`src/hdl/ple_pkg.sv`:
```
`timescale 1ns / 1ps
package ple_pkg;

  // Storage shape.
  localparam int CAPACITY   = 32;
  localparam int WORD_WIDTH = 32;

  // Fixed field widths of the channels.
  localparam int FUNC_W   = 3;
  localparam int VALUE_W  = 32;
  localparam int POS_W    = 6;
  localparam int STATUS_W = 2;
  localparam int COUNT_W  = 6;
  localparam int ELEM_W   = 32;

  // Internal widths derived from the storage shape.
  localparam int CNT_W = $clog2(CAPACITY + 1);
  localparam int IDX_W = $clog2(CAPACITY);
  localparam int CMP_W = ((CNT_W > POS_W) ? CNT_W : POS_W) + 1;

  // Operation codes.
  localparam logic [FUNC_W-1:0] FN_INS_FIRST = 3'd0;
  localparam logic [FUNC_W-1:0] FN_INS_LAST  = 3'd1;
  localparam logic [FUNC_W-1:0] FN_INS_AT    = 3'd2;
  localparam logic [FUNC_W-1:0] FN_DEL_FIRST = 3'd3;
  localparam logic [FUNC_W-1:0] FN_DEL_LAST  = 3'd4;
  localparam logic [FUNC_W-1:0] FN_DEL_AT    = 3'd5;
  localparam logic [FUNC_W-1:0] FN_DUMP_FWD  = 3'd6;
  localparam logic [FUNC_W-1:0] FN_DUMP_BACK = 3'd7;

  // Result status codes.
  localparam logic [STATUS_W-1:0] ST_OK     = 2'd0;
  localparam logic [STATUS_W-1:0] ST_BADPOS = 2'd1;
  localparam logic [STATUS_W-1:0] ST_EMPTY  = 2'd2;
  localparam logic [STATUS_W-1:0] ST_FULL   = 2'd3;

  typedef logic [WORD_WIDTH-1:0] word_t;
  typedef logic [CNT_W-1:0]      cnt_t;

  // Shift command broadcast to every storage cell.
  typedef struct packed {
    logic edit;  // apply an insert or delete this cycle
    logic ins;   // 1 insert, 0 delete
    cnt_t slot;  // 0-based slot being opened or closed
  } cell_ctrl_t;

endpackage

```
`src/hdl/ple_if.sv`:
```
`timescale 1ns / 1ps
interface ple_in_if;
  import ple_pkg::*;

  logic               valid;
  logic               ready;
  logic [FUNC_W-1:0]  func;
  logic [VALUE_W-1:0] value;
  logic [POS_W-1:0]   position;

  modport source (output valid, output func, output value, output position, input ready);
  modport sink   (input valid, input func, input value, input position, output ready);
endinterface

interface ple_out_if;
  import ple_pkg::*;

  logic                valid;
  logic                ready;
  logic [STATUS_W-1:0] status;
  logic [COUNT_W-1:0]  count;
  logic [ELEM_W-1:0]   element;
  logic                last;

  modport source (output valid, output status, output count, output element, output last,
                  input ready);
  modport sink   (input valid, input status, input count, input element, input last,
                  output ready);
endinterface

```
`src/hdl/ple_cell.sv`:
```
`timescale 1ns / 1ps
module ple_cell (
  input  logic                      clk_i,
  input  ple_pkg::cell_ctrl_t       ctrl_i,
  input  logic [ple_pkg::IDX_W-1:0] idx_i,
  input  ple_pkg::word_t            word_i,
  input  ple_pkg::word_t            left_i,
  input  ple_pkg::word_t            right_i,
  output ple_pkg::word_t            q_o
);
  import ple_pkg::*;

  word_t data_q;
  word_t data_d;
  cnt_t  idx;

  assign idx = cnt_t'(idx_i);

  // An insert opens the slot and pushes the tail one cell toward the back;
  // a delete closes the slot and pulls the tail one cell toward the front.
  always_comb begin
    data_d = data_q;
    if (ctrl_i.edit) begin
      if (ctrl_i.ins) begin
        if (idx == ctrl_i.slot) begin
          data_d = word_i;
        end else if (idx > ctrl_i.slot) begin
          data_d = left_i;
        end
      end else if (idx >= ctrl_i.slot) begin
        data_d = right_i;
      end
    end
  end

  always_ff @(posedge clk_i) begin
    data_q <= data_d;
  end

  assign q_o = data_q;

endmodule

```
`src/hdl/positional_list_engine.sv`:
```
`timescale 1ns / 1ps
// Channel  Role  Port   Payload                          Transfer
// -------  ----  -----  -------------------------------  ---------------------
// input    sink  in_i   func, value, position            valid & ready at clk
// output   src   out_o  status, count, element, last     valid & ready at clk
//
// An insert or delete completes at the accepting edge: every cell shifts toward its
// neighbor at once and the single result is loaded into the output register.
// A dump of n elements: the accepting edge loads the read pointer, then each edge
// with a free output register loads one element through the single read port that
// walks the cells. No input is taken until the final element is loaded.
// Reset (rst_ni low, asynchronous) empties the list; cell contents are not cleared.
// A stalled output holds its result and blocks new input until the result is taken.
module positional_list_engine (
  input  logic          clk_i,
  input  logic          rst_ni,
  ple_in_if.sink        in_i,
  ple_out_if.source     out_o
);
  import ple_pkg::*;

  localparam logic S_IDLE = 1'b0;
  localparam logic S_DUMP = 1'b1;

  // Control state.
  logic             state_q, state_d;
  cnt_t             cnt_q, cnt_d;
  logic [IDX_W-1:0] ptr_q, ptr_d;
  logic             fwd_q, fwd_d;

  // Output register.
  logic                ov_q, ov_d;
  logic [STATUS_W-1:0] status_q, status_d;
  logic [COUNT_W-1:0]  count_q, count_d;
  logic [ELEM_W-1:0]   elem_q, elem_d;
  logic                last_q, last_d;

  // The chain of storage cells.
  word_t      cell_q [CAPACITY];
  cell_ctrl_t ctrl;
  word_t      new_word;

  logic             out_free;
  logic             accept;
  logic [CMP_W-1:0] pos_ext;
  logic [CMP_W-1:0] cnt_ext;
  logic             dump_last;

  // The output register frees up the cycle its result is taken, so an edit can
  // follow a finished result without a bubble.
  assign out_free = !ov_q || out_o.ready;
  assign in_i.ready = (state_q == S_IDLE) && out_free;
  assign accept = in_i.valid && in_i.ready;

  assign new_word = word_t'(in_i.value);
  assign pos_ext  = CMP_W'(in_i.position);
  assign cnt_ext  = CMP_W'(cnt_q);

  // The walk ends at the back for a forward dump and at the front for a backward one.
  assign dump_last = fwd_q ? (cnt_t'(ptr_q) == cnt_q - cnt_t'(1)) : (ptr_q == '0);

  always_comb begin
    state_d  = state_q;
    cnt_d    = cnt_q;
    ptr_d    = ptr_q;
    fwd_d    = fwd_q;
    ov_d     = ov_q && !out_o.ready;
    status_d = status_q;
    count_d  = count_q;
    elem_d   = elem_q;
    last_d   = last_q;
    ctrl     = '{edit: 1'b0, ins: 1'b0, slot: '0};

    if (accept) begin
      // Every edit gives one result with no element word and last set.
      status_d = ST_OK;
      elem_d   = '0;
      last_d   = 1'b1;
      ov_d     = 1'b1;
      case (in_i.func)
        FN_INS_FIRST, FN_INS_LAST, FN_INS_AT: begin
          // A bad position is reported ahead of a full list.
          if (in_i.func == FN_INS_AT &&
              (pos_ext == '0 || pos_ext > cnt_ext + CMP_W'(1))) begin
            status_d = ST_BADPOS;
          end else if (cnt_q == cnt_t'(CAPACITY)) begin
            status_d = ST_FULL;
          end else begin
            ctrl.edit = 1'b1;
            ctrl.ins  = 1'b1;
            if (in_i.func == FN_INS_FIRST) begin
              ctrl.slot = '0;
            end else if (in_i.func == FN_INS_LAST) begin
              ctrl.slot = cnt_q;
            end else begin
              ctrl.slot = cnt_t'(in_i.position - POS_W'(1));
            end
            cnt_d = cnt_q + cnt_t'(1);
          end
        end
        FN_DEL_FIRST, FN_DEL_LAST: begin
          if (cnt_q == '0) begin
            status_d = ST_EMPTY;
          end else begin
            ctrl.edit = 1'b1;
            ctrl.slot = (in_i.func == FN_DEL_FIRST) ? '0 : cnt_q - cnt_t'(1);
            cnt_d     = cnt_q - cnt_t'(1);
          end
        end
        FN_DEL_AT: begin
          // An empty list falls under the position check here.
          if (pos_ext == '0 || pos_ext > cnt_ext) begin
            status_d = ST_BADPOS;
          end else begin
            ctrl.edit = 1'b1;
            ctrl.slot = cnt_t'(in_i.position - POS_W'(1));
            cnt_d     = cnt_q - cnt_t'(1);
          end
        end
        default: begin
          // Both dump directions.
          if (cnt_q == '0) begin
            status_d = ST_EMPTY;
          end else begin
            ov_d    = ov_q && !out_o.ready;
            state_d = S_DUMP;
            fwd_d   = (in_i.func == FN_DUMP_FWD);
            ptr_d   = (in_i.func == FN_DUMP_FWD) ? '0 : IDX_W'(cnt_q - cnt_t'(1));
          end
        end
      endcase
      count_d = COUNT_W'(cnt_d);
    end else if (state_q == S_DUMP && out_free) begin
      // One element per free output slot; the list itself is left alone.
      ov_d     = 1'b1;
      status_d = ST_OK;
      count_d  = COUNT_W'(cnt_q);
      elem_d   = ELEM_W'(cell_q[ptr_q]);
      last_d   = dump_last;
      if (dump_last) begin
        state_d = S_IDLE;
      end else if (fwd_q) begin
        ptr_d = ptr_q + IDX_W'(1);
      end else begin
        ptr_d = ptr_q - IDX_W'(1);
      end
    end
  end

  always_ff @(posedge clk_i or negedge rst_ni) begin
    if (!rst_ni) begin
      state_q <= S_IDLE;
      cnt_q   <= '0;
      ptr_q   <= '0;
      fwd_q   <= 1'b0;
      ov_q    <= 1'b0;
    end else begin
      state_q <= state_d;
      cnt_q   <= cnt_d;
      ptr_q   <= ptr_d;
      fwd_q   <= fwd_d;
      ov_q    <= ov_d;
    end
  end

  always_ff @(posedge clk_i) begin
    status_q <= status_d;
    count_q  <= count_d;
    elem_q   <= elem_d;
    last_q   <= last_d;
  end

  // Each cell sees its two neighbors; the ends of the chain see zero.
  for (genvar g = 0; g < CAPACITY; g++) begin : g_cell
    word_t left_w;
    word_t right_w;

    if (g == 0) begin : g_head
      assign left_w = '0;
    end else begin : g_body_l
      assign left_w = cell_q[g-1];
    end

    if (g == CAPACITY - 1) begin : g_tail
      assign right_w = '0;
    end else begin : g_body_r
      assign right_w = cell_q[g+1];
    end

    ple_cell u_cell (
      .clk_i   (clk_i),
      .ctrl_i  (ctrl),
      .idx_i   (IDX_W'(g)),
      .word_i  (new_word),
      .left_i  (left_w),
      .right_i (right_w),
      .q_o     (cell_q[g])
    );
  end

  assign out_o.valid   = ov_q;
  assign out_o.status  = status_q;
  assign out_o.count   = count_q;
  assign out_o.element = elem_q;
  assign out_o.last    = last_q;

endmodule

```
`src/flat_wrapper.sv`:
```
// flat-port wrapper written by rule: the top's interface ports become plain ports
module positional_list_engine_flat import ple_pkg::*;
  (clk_i, rst_ni, in_i_valid, in_i_func, in_i_value, in_i_position, in_i_ready, out_o_valid, out_o_status, out_o_count, out_o_element, out_o_last, out_o_ready);
  ple_in_if in_i_i ();
  ple_out_if out_o_i ();
  input  logic clk_i;
  input  logic rst_ni;
  input wire logic [$bits(in_i_i.valid)-1:0] in_i_valid;
  input wire logic [$bits(in_i_i.func)-1:0] in_i_func;
  input wire logic [$bits(in_i_i.value)-1:0] in_i_value;
  input wire logic [$bits(in_i_i.position)-1:0] in_i_position;
  output wire logic [$bits(in_i_i.ready)-1:0] in_i_ready;
  output wire logic [$bits(out_o_i.valid)-1:0] out_o_valid;
  output wire logic [$bits(out_o_i.status)-1:0] out_o_status;
  output wire logic [$bits(out_o_i.count)-1:0] out_o_count;
  output wire logic [$bits(out_o_i.element)-1:0] out_o_element;
  output wire logic [$bits(out_o_i.last)-1:0] out_o_last;
  input wire logic [$bits(out_o_i.ready)-1:0] out_o_ready;
  assign in_i_i.valid = in_i_valid;
  assign in_i_i.func = in_i_func;
  assign in_i_i.value = in_i_value;
  assign in_i_i.position = in_i_position;
  assign in_i_ready = in_i_i.ready;
  assign out_o_valid = out_o_i.valid;
  assign out_o_status = out_o_i.status;
  assign out_o_count = out_o_i.count;
  assign out_o_element = out_o_i.element;
  assign out_o_last = out_o_i.last;
  assign out_o_i.ready = out_o_ready;
  positional_list_engine u_core (.clk_i(clk_i), .rst_ni(rst_ni), .in_i(in_i_i), .out_o(out_o_i));
endmodule
```
`config.mk`:
```
export PLATFORM = sky130hd
export DESIGN_NAME = positional_list_engine_flat
export DESIGN_NICKNAME = d
export VERILOG_FILES = /design/src/hdl/ple_pkg.sv /design/src/hdl/ple_if.sv /design/src/hdl/ple_cell.sv /design/src/hdl/positional_list_engine.sv /design/src/flat_wrapper.sv
export SDC_FILE = /design/constraint.sdc
export NUM_CORES = 2
export LEC_CHECK = 0
export ABC_AREA = 1
export BUFFER_PORTS_ARGS = -buffer_cell sky130_fd_sc_hd__buf_2
export CAP_MARGIN = 20
export CORE_MARGIN = 2
export CORE_UTILIZATION = 30
export DETAILED_ROUTE_END_ITERATION = 6
export MAX_ROUTING_LAYER = met4
export PLACE_DENSITY = 0.43
export SYNTH_ARGS = -nofsm -noshare
export SYNTH_HDL_FRONTEND = slang
export SYNTH_SLANG_ARGS = --single-unit
```
`constraint.sdc`:
```
create_clock -name clk_i -period 12.36 [get_ports clk_i]
set_input_delay 1.236 -clock clk_i [delete_from_list [all_inputs] [get_ports clk_i]]
set_output_delay 1.236 -clock clk_i [all_outputs]
set_load 0.01 [all_outputs]
```
Word level (Yosys, flattened, before mapping):

Index checks and enable logic that the tools add are counted.

* register bits after elaboration: 1079
* output and inout bits: 43
* word-level logic and storage cells: 454

* add/subtract/negate cells: 6
* $lt $le $gt $ge: 67
* equality and inequality tests: 74
* muxes and demuxes: 175
* bitwise operators: 4
* reduce and logical (&&, ||, !) cells: 87

Operators by type and width (number)
* 2-to-1 mux 32 bit: 130
* binary-select mux 32 bit (select 5 bit): 1
* AND reduction 3 bit: 33
* == test 5 x 6 -> 1 bit (first input constant): 16
* greater-or-equal comparator 5 x 6 -> 1 bit (first input constant): 16
* > comparator 5 x 6 -> 1 bit (first input constant): 16
* inequality test 3 bit (second input constant): 32
* nonzero test 2 bit: 34
* 2-to-1 mux 6 bit: 11
* == test 4 x 6 -> 1 bit (first input constant): 8
* greater-or-equal comparator 4 x 6 -> 1 bit (first input constant): 8
* > comparator 4 x 6 -> 1 bit (first input constant): 8
* case mux 6 bit (3 select lines): 2
* 2-to-1 mux 5 bit: 7
* == test 3 x 6 -> 1 bit (first input constant): 4
* greater-or-equal comparator 3 x 6 -> 1 bit (first input constant): 4
* > comparator 3 x 6 -> 1 bit (first input constant): 4
* 2-to-1 mux 8 bit: 3
* 2-to-1 mux 1 bit: 14
* == test 2 x 6 -> 1 bit (first input constant): 2
* greater-or-equal comparator 1 x 6 -> 1 bit (first input constant): 2
* greater-or-equal comparator 2 x 6 -> 1 bit (first input constant): 2
* > comparator 1 x 6 -> 1 bit (first input constant): 2
* > comparator 2 x 6 -> 1 bit (first input constant): 2
* other kinds (32): 52

Logic depth before layout (Yosys ltp):

* depth in word-level cells: 11
* depth in mapped cells: 25
* depth with buffers taken out: 22

Hierarchy:

Synthesis repeated with hierarchy kept, for this count alone.

* cell total of the unflattened synthesis: 11983
* area, all modules: 83850.4 µm²

Modules (own cells, without submodules)
* ple_cell at u_core.g_cell[22].u_cell ...: instances 18, cells an instance 303, area an instance 2224.6 µm², seq. area each 960.9 µm²
* ple_cell at u_core.g_cell[0].u_cell ...: instances 14, cells an instance 303, area an instance 2227.1 µm², seq. area each 960.9 µm²
* positional_list_engine: instances 1, cells an instance 2287, area an instance 12627.1 µm², seq. area each 1251.2 µm²

Least setup slack after synthesis:

No wires, ideal clock.

* path kind: input -> register
* start point: input in_i_position[2]
* end point: register u_core.g_cell[12].u_cell.data_q[0], enable pin
* setup time: 0.425 ns
* data arrival time: 6.042 ns
* setup slack: 5.893 ns
* stages: 17
* path buffers: 1
* path through: ha_1 -> a21oi_1 -> nand2_1 -> nand3_1 -> nand2_1 -> nand2_1 -> nand2_1 -> nand2_2 -> buf_6 -> nand2_1 -> nor2_1 -> inv_2 -> a21oi_2 -> inv_2 -> nor2_1 -> inv_1 -> o21ai_1

* longest elaborated chain between the ends: 10
* elaborated cells on any way between the ends: 23
* classes of those cells: add/sub (1); order compare (4); eq/ne (2); mux (10); reduce/logical (6)

RTL lines
* start: declaration: line flat_wrapper.sv:11 `input wire logic [$bits(in_i_i.position)-1:0] in_i_position;`
* subtractor 6 x 1 -> 6 bit: line positional_list_engine.sv:96, positional_list_engine.sv:116
* 2-to-1 mux 6 bit: line positional_list_engine.sv:93 `end else if (in_i.func == FN_INS_LAST) begin`
* 2-to-1 mux 6 bit: line positional_list_engine.sv:91 `if (in_i.func == FN_INS_FIRST) begin`
* 2-to-1 mux 8 bit: line positional_list_engine.sv:86 `end else if (cnt_q == cnt_t'(CAPACITY)) begin`
* 2-to-1 mux 8 bit: line positional_list_engine.sv:83 `if (in_i.func == FN_INS_AT &&`
* case mux 6 bit (3 select lines): line positional_list_engine.sv:80 `case (in_i.func)`
* 2-to-1 mux 8 bit *: line positional_list_engine.sv:74 `if (accept) begin`
* > comparator 4 x 6 -> 1 bit, or another cell as far along: line ple_cell.sv:27 `end else if (idx > ctrl_i.slot) begin`
* inequality test 3 bit (no source line) or nonzero test 2 bit (tied branches)
* AND reduction 3 bit (no source line) *
* end signal: assignment: line ple_cell.sv:37 `data_q <= data_d;`
* end: declaration: line ple_cell.sv:13 `word_t data_q;`

Every way passes the cells marked *; elsewhere a longest branch is shown, timed or not.
A chain may end at the register's enable or synchronous reset.

Final worst setup path:

* start point: register u_core.cnt_q[0]
* end point: register u_core.g_cell[0].u_cell.data_q[12], data pin

* longest elaborated chain between the ends: 10
* elaborated cells on any way between the ends: 22
* classes of those cells: add/sub (2); order compare (2); eq/ne (1); mux (12); reduce/logical (5)

RTL lines
* start: declaration: line positional_list_engine.sv:27 `cnt_t cnt_q, cnt_d;`
* start signal: assignment: line positional_list_engine.sv:159 `cnt_q <= cnt_d;`
* adder 6 x 1 -> 7 bit: line positional_list_engine.sv:84 `(pos_ext == '0 || pos_ext > cnt_ext + CMP_W'(1))) begin`
* > comparator 6 x 7 -> 1 bit: line positional_list_engine.sv:84
* logical OR 1 bit: line positional_list_engine.sv:84
* logical AND 1 bit: line positional_list_engine.sv:83
* 2-to-1 mux 8 bit: line positional_list_engine.sv:83
* case mux 6 bit (3 select lines): line positional_list_engine.sv:80
* 2-to-1 mux 8 bit *: line positional_list_engine.sv:74
* zero test 6 bit: line ple_cell.sv:25 `if (idx == ctrl_i.slot) begin`
* 2-to-1 mux 32 bit: line ple_cell.sv:25
* 2-to-1 mux 32 bit *: line ple_cell.sv:24 `if (ctrl_i.ins) begin`
* end signal: assignment: line ple_cell.sv:37
* end: declaration: line ple_cell.sv:13

Marked as above.

==> flow_summary.rst <==
.. list-table::
   :header-rows: 1

   * - Metric
     - Value
   * - Data required, critical path
     - 12.91 ns
   * - TritonCTS clock tree
     - yes
   * - Die Span X
     - 487 um
   * - Number of maximum-capacitance violations
     - 0
   * - Setup crit start kind
     - flip-flop
   * - Number of buffers inserted during clock tree synthesis
     - 144
   * - Height of the die
     - 487 um
   * - Clock transition time at the flip-flop clock pins of the worst setup and hold paths
     - around 0.060 ns
   * - Port buffer count
     - 87
   * - Synthesized area per cell
     - 7.12 um2
   * - Count of final max-slew check failures
     - 0
   * - Global-route met1 utilization
     - about a third
   * - I/O pin count
     - around 90
   * - Number of standard cells after synthesis
     - ~10000
   * - Syn Nets
     - around 9900
   * - Drt via density
     - about 5.6
   * - Area share of the leading cell type in the synthesized netlist
     - 44.2%
   * - Sum Neg Setup Slack
     - 0 ns
   * - Routed length per placed instance
     - ~26 um
   * - Internal power component
     - approximately 8500 uW
   * - Top cell type by total area after synthesis
     - edfxtp_1
   * - Outcome
     - complete, but fails checks
   * - Type of destination of the critical path
     - flip-flop
   * - Net switching power
     - around 6700 uW
   * - Number of global-route vias before repair
     - slightly below 70000
   * - Antenna violations before repair
     - 11
   * - Clock buffer depth
     - 3
   * - Reg power frac
     - between 30% and 40%
   * - Layout cell share with drive strength beyond 1
     - 6.18%
   * - VDD IR max
     - just over 200 uV
   * - Setup bufs post-CTS
     - 0
   * - Leftover overflow at the end of global routing
     - 0
   * - DRC
     - 3
   * - Hpwl dp
     - 191000 um
   * - Number of sinks handled by clock tree synthesis
     - 1079
   * - WL final
     - ~320000 um
   * - Signal arrival time at the worst endpoint
     - just over 7 ns
   * - Die Outline Area
     - roughly 0.24 mm2
   * - Normalized max-slew margin
     - about a quarter
   * - Growth of design area from synthesis to finish
     - 10.4%
   * - Total count of hold-check failures in the final report
     - 0
   * - Number of cells upsized or downsized after cts
     - 0
   * - Class of the tightest hold or removal check
     - in2async
   * - Worst-path maximum fanout
     - between 150 and 200
   * - Starting Density
     - a little under a third
   * - Fraction of power consumed by the clock network
     - between 20% and 30%
   * - Fin Clk Skew
     - 0.0397 ns
   * - Combinational share of power
     - approximately two fifths
   * - Minimum period implied by the final worst setup slack
     - around 6.5 ns
   * - 1st-iter DRT viols
     - ~7500
   * - Antenna-violating nets left
     - 0
   * - Placed cell areas
     - between 0.07 and 0.08 mm2
   * - Routability-driven placement congestion ratio
     - 0.884
   * - All-Layer GR Usage
     - between 20% and 30%
   * - Total number of yosys warnings
     - 0
   * - Switching share of power
     - 44.1%
   * - Portion of the clock cycle consumed by the worst path in the final layout
     - between 50% and 60%
   * - Skew-Pair Late Insertion Delay
     - about 0.85 ns
   * - Area of the multi-input gates
     - 0.0314 mm2
   * - Synth top area cells
     - edfxtp_1 (44%), nand2_1 (20%), nand3_1 (12%), inv_1 (5.0%), o21ai_0 (3.8%)
   * - Nets
     - roughly 9500
   * - Layer carrying the most global-route usage
     - met2
   * - Power Density
     - between 150 and 200 mW/mm2
   * - Sequential cell area
     - ~0.032 mm2
   * - Hold buffers post-CTS
     - 0
   * - Most instantiated flip-flop cell in the synthesis netlist
     - edfxtp_1
   * - Standard-cell rows
     - between 150 and 200
   * - Number of different library cells in the post-synthesis netlist
     - 43
   * - Post-synth design cell area
     - between 0.07 and 0.08 mm2
   * - Clock Root Buffer
     - clkbuf_16
   * - Violations in the final reports
     - design-rule violations
   * - Fraction of met3 tracks used by global routing
     - about 3.8%
   * - Number of synthesized register bits
     - 1079
   * - H-tree depth
     - 4
   * - Type of the worst setup path
     - reg2reg
   * - Drt pass-1 iters
     - 7
   * - Sequential share of the synthesized area
     - 45.6%
   * - EDFF count, synth
     - 1032
   * - Via Count
     - about 70000
   * - Cell leakage power
     - 0.0347 uW
   * - Endpoints failing setup
     - 0
   * - Worst-margin pin slew
     - ~1.1 ns
   * - Achievable frequency
     - about 150 MHz
   * - Setup repair after global routing missed its margin
     - false
   * - Met2 track demand over resource
     - 43.8%
   * - Filler Cells Inserted
     - 25160
   * - Fraction of synthesis flops using an asynchronous set or reset pin
     - about 1.3%
   * - Pin count of the biggest net entering global routing
     - 186
   * - Floorplan core area
     - about 0.23 mm2
   * - First-pass GRT wire length
     - between 400000 and 500000 um
   * - Post-route cell area
     - about 0.077 mm2
-- worst paths after layout --
path | start | to | slack, ns | cells past startpoint
max | u_core.cnt_q[0] | u_core.g_cell[0].u_cell.q_o[12] | 5.81 | 20
min | rst_ni | u_core.out_o.valid | 0.34 | 1
max reg2reg | u_core.cnt_q[0] | u_core.g_cell[0].u_cell.q_o[12] | 5.81 | 20
min reg2reg | u_core.out_o.element[30] | u_core.out_o.element[30] | 0.48 | 1
max in group asynchronous | rst_ni | u_core.ptr_q[0] | 11.71 | 1
min in group clk_i | u_core.out_o.element[30] | u_core.out_o.element[30] | 0.48 | 1
-- routing by layer --
metal / vias up / wire length [um]
met2: 2839 / 153000
met4: 0 / 12100
met1: 35227 / 139000
li1: 31696 / -
met3: 529 / 21600
met5: - / 0
-- cells in the mapped netlist (43+ instances only) --
master	number
nand2_1	3725
nand3_1	1738
edfxtp_1	1032
inv_1	942
o21ai_0	536
clkbuf_1	509
a21oi_1	447
nand4_1	199
buf_2	195
nor2_1	96
buf_1	79
inv_2	59
o211ai_1	47
o22ai_1	43
-- layout make-up --
class / instances / area share [%]
flip-flops and latches: 1079 / 41.4
multi-input cells: 6959 / 40.5
clock buffers: 199 / 5.16
inverters: 1008 / 4.93
well taps: 3043 / 4.92
repair buffers: 241 / 2.24
clock inverters: 65 / 0.789
diodes: 14 / 0.0453
-- critical path, stage by stage (launching register included) --
cell and delay (ns):
dfrtp_1 0.59, nand3_1 0.19, nor3_1 0.21, xor2_1 0.32
ha_1 0.33, a21oi_1 0.15, nand2_1 0.07, nand2_1 0.06
nand2_1 0.05, nand2_1 0.05, nand2_1 0.06, nand2_2 0.22
nand2_1 0.08, nor2_1 0.17, inv_2 0.09, nor2_4 0.18
buf_12 0.66, buf_4 0.83, buf_12 0.61, buf_4 0.81
o21ai_0 0.16
-- cell families (layout without fill, tap and decap cells) --
group,after synthesis,in the layout,synth area share (%)
simple gates,5798,5798,35.1
xor+xnor,15,15,0.187
compound gates,1126,1126,8.58
buf+inv,1811,1513,10.2
other cells,0,14,0
flops,1079,1079,45.6
fa+ha+maj,20,20,0.368
-- power by group through the flow --
stage / Sequential, uW / Clock, uW / Combinational, uW
3_5_place_dp: 5170 / 0 / 5840
4_1_cts: 5100 / 4330 / 5850
6_report: 5120 / 4260 / 5880
2_1_floorplan: 4940 / 0 / 3520
5_1_grt: 5160 / 4450 / 6330
3_3_place_gp: 5170 / 0 / 5820
-- sequential cells by signal, indices dropped and copies added, names as in the netlist --
signal / flops
u_core.ptr_q: 5
u_core.out_o.valid: 1
u_core.fwd_q: 1
u_core.out_o.status: 2
u_core.out_o.element: 32
u_core.cnt_q: 6
u_core.out_o.last: 1
u_core.g_cell.u_cell.q_o: 1024
u_core.state_q: 1
u_core.out_o.count: 6
-- layout by cell type, fill, tap and decap left out, drive strengths merged, types with 33 or more instances in the layout --
cell type	n
nand2	3737
nand3	1742
edfxtp	1032
inv	1006
o21ai	540
a21oi	448
buf	241
nand4	199
clkbuf	199
nor2	113
clkinv	56
o211ai	47
o22ai	43
dfxtp	33
-- stage by stage --
step           total power, uW  utilization (%)  hold WS [ns]  worst slack, ns  instances
6_report                 15300             33.3         0.339             5.81      12608
5_1_grt                  15900             33.3         0.349             5.44      12604
4_1_cts                  15300             33.3         0.301             6.02      12593
3_5_place_dp             11000             31.3         0.460             5.83      12329
3_3_place_gp             11000             31.3         0.448             5.80      12327
2_1_floorplan             8460                -         0.507             5.89       9849
No activity file was read; power rests on OpenSTA's default activity.
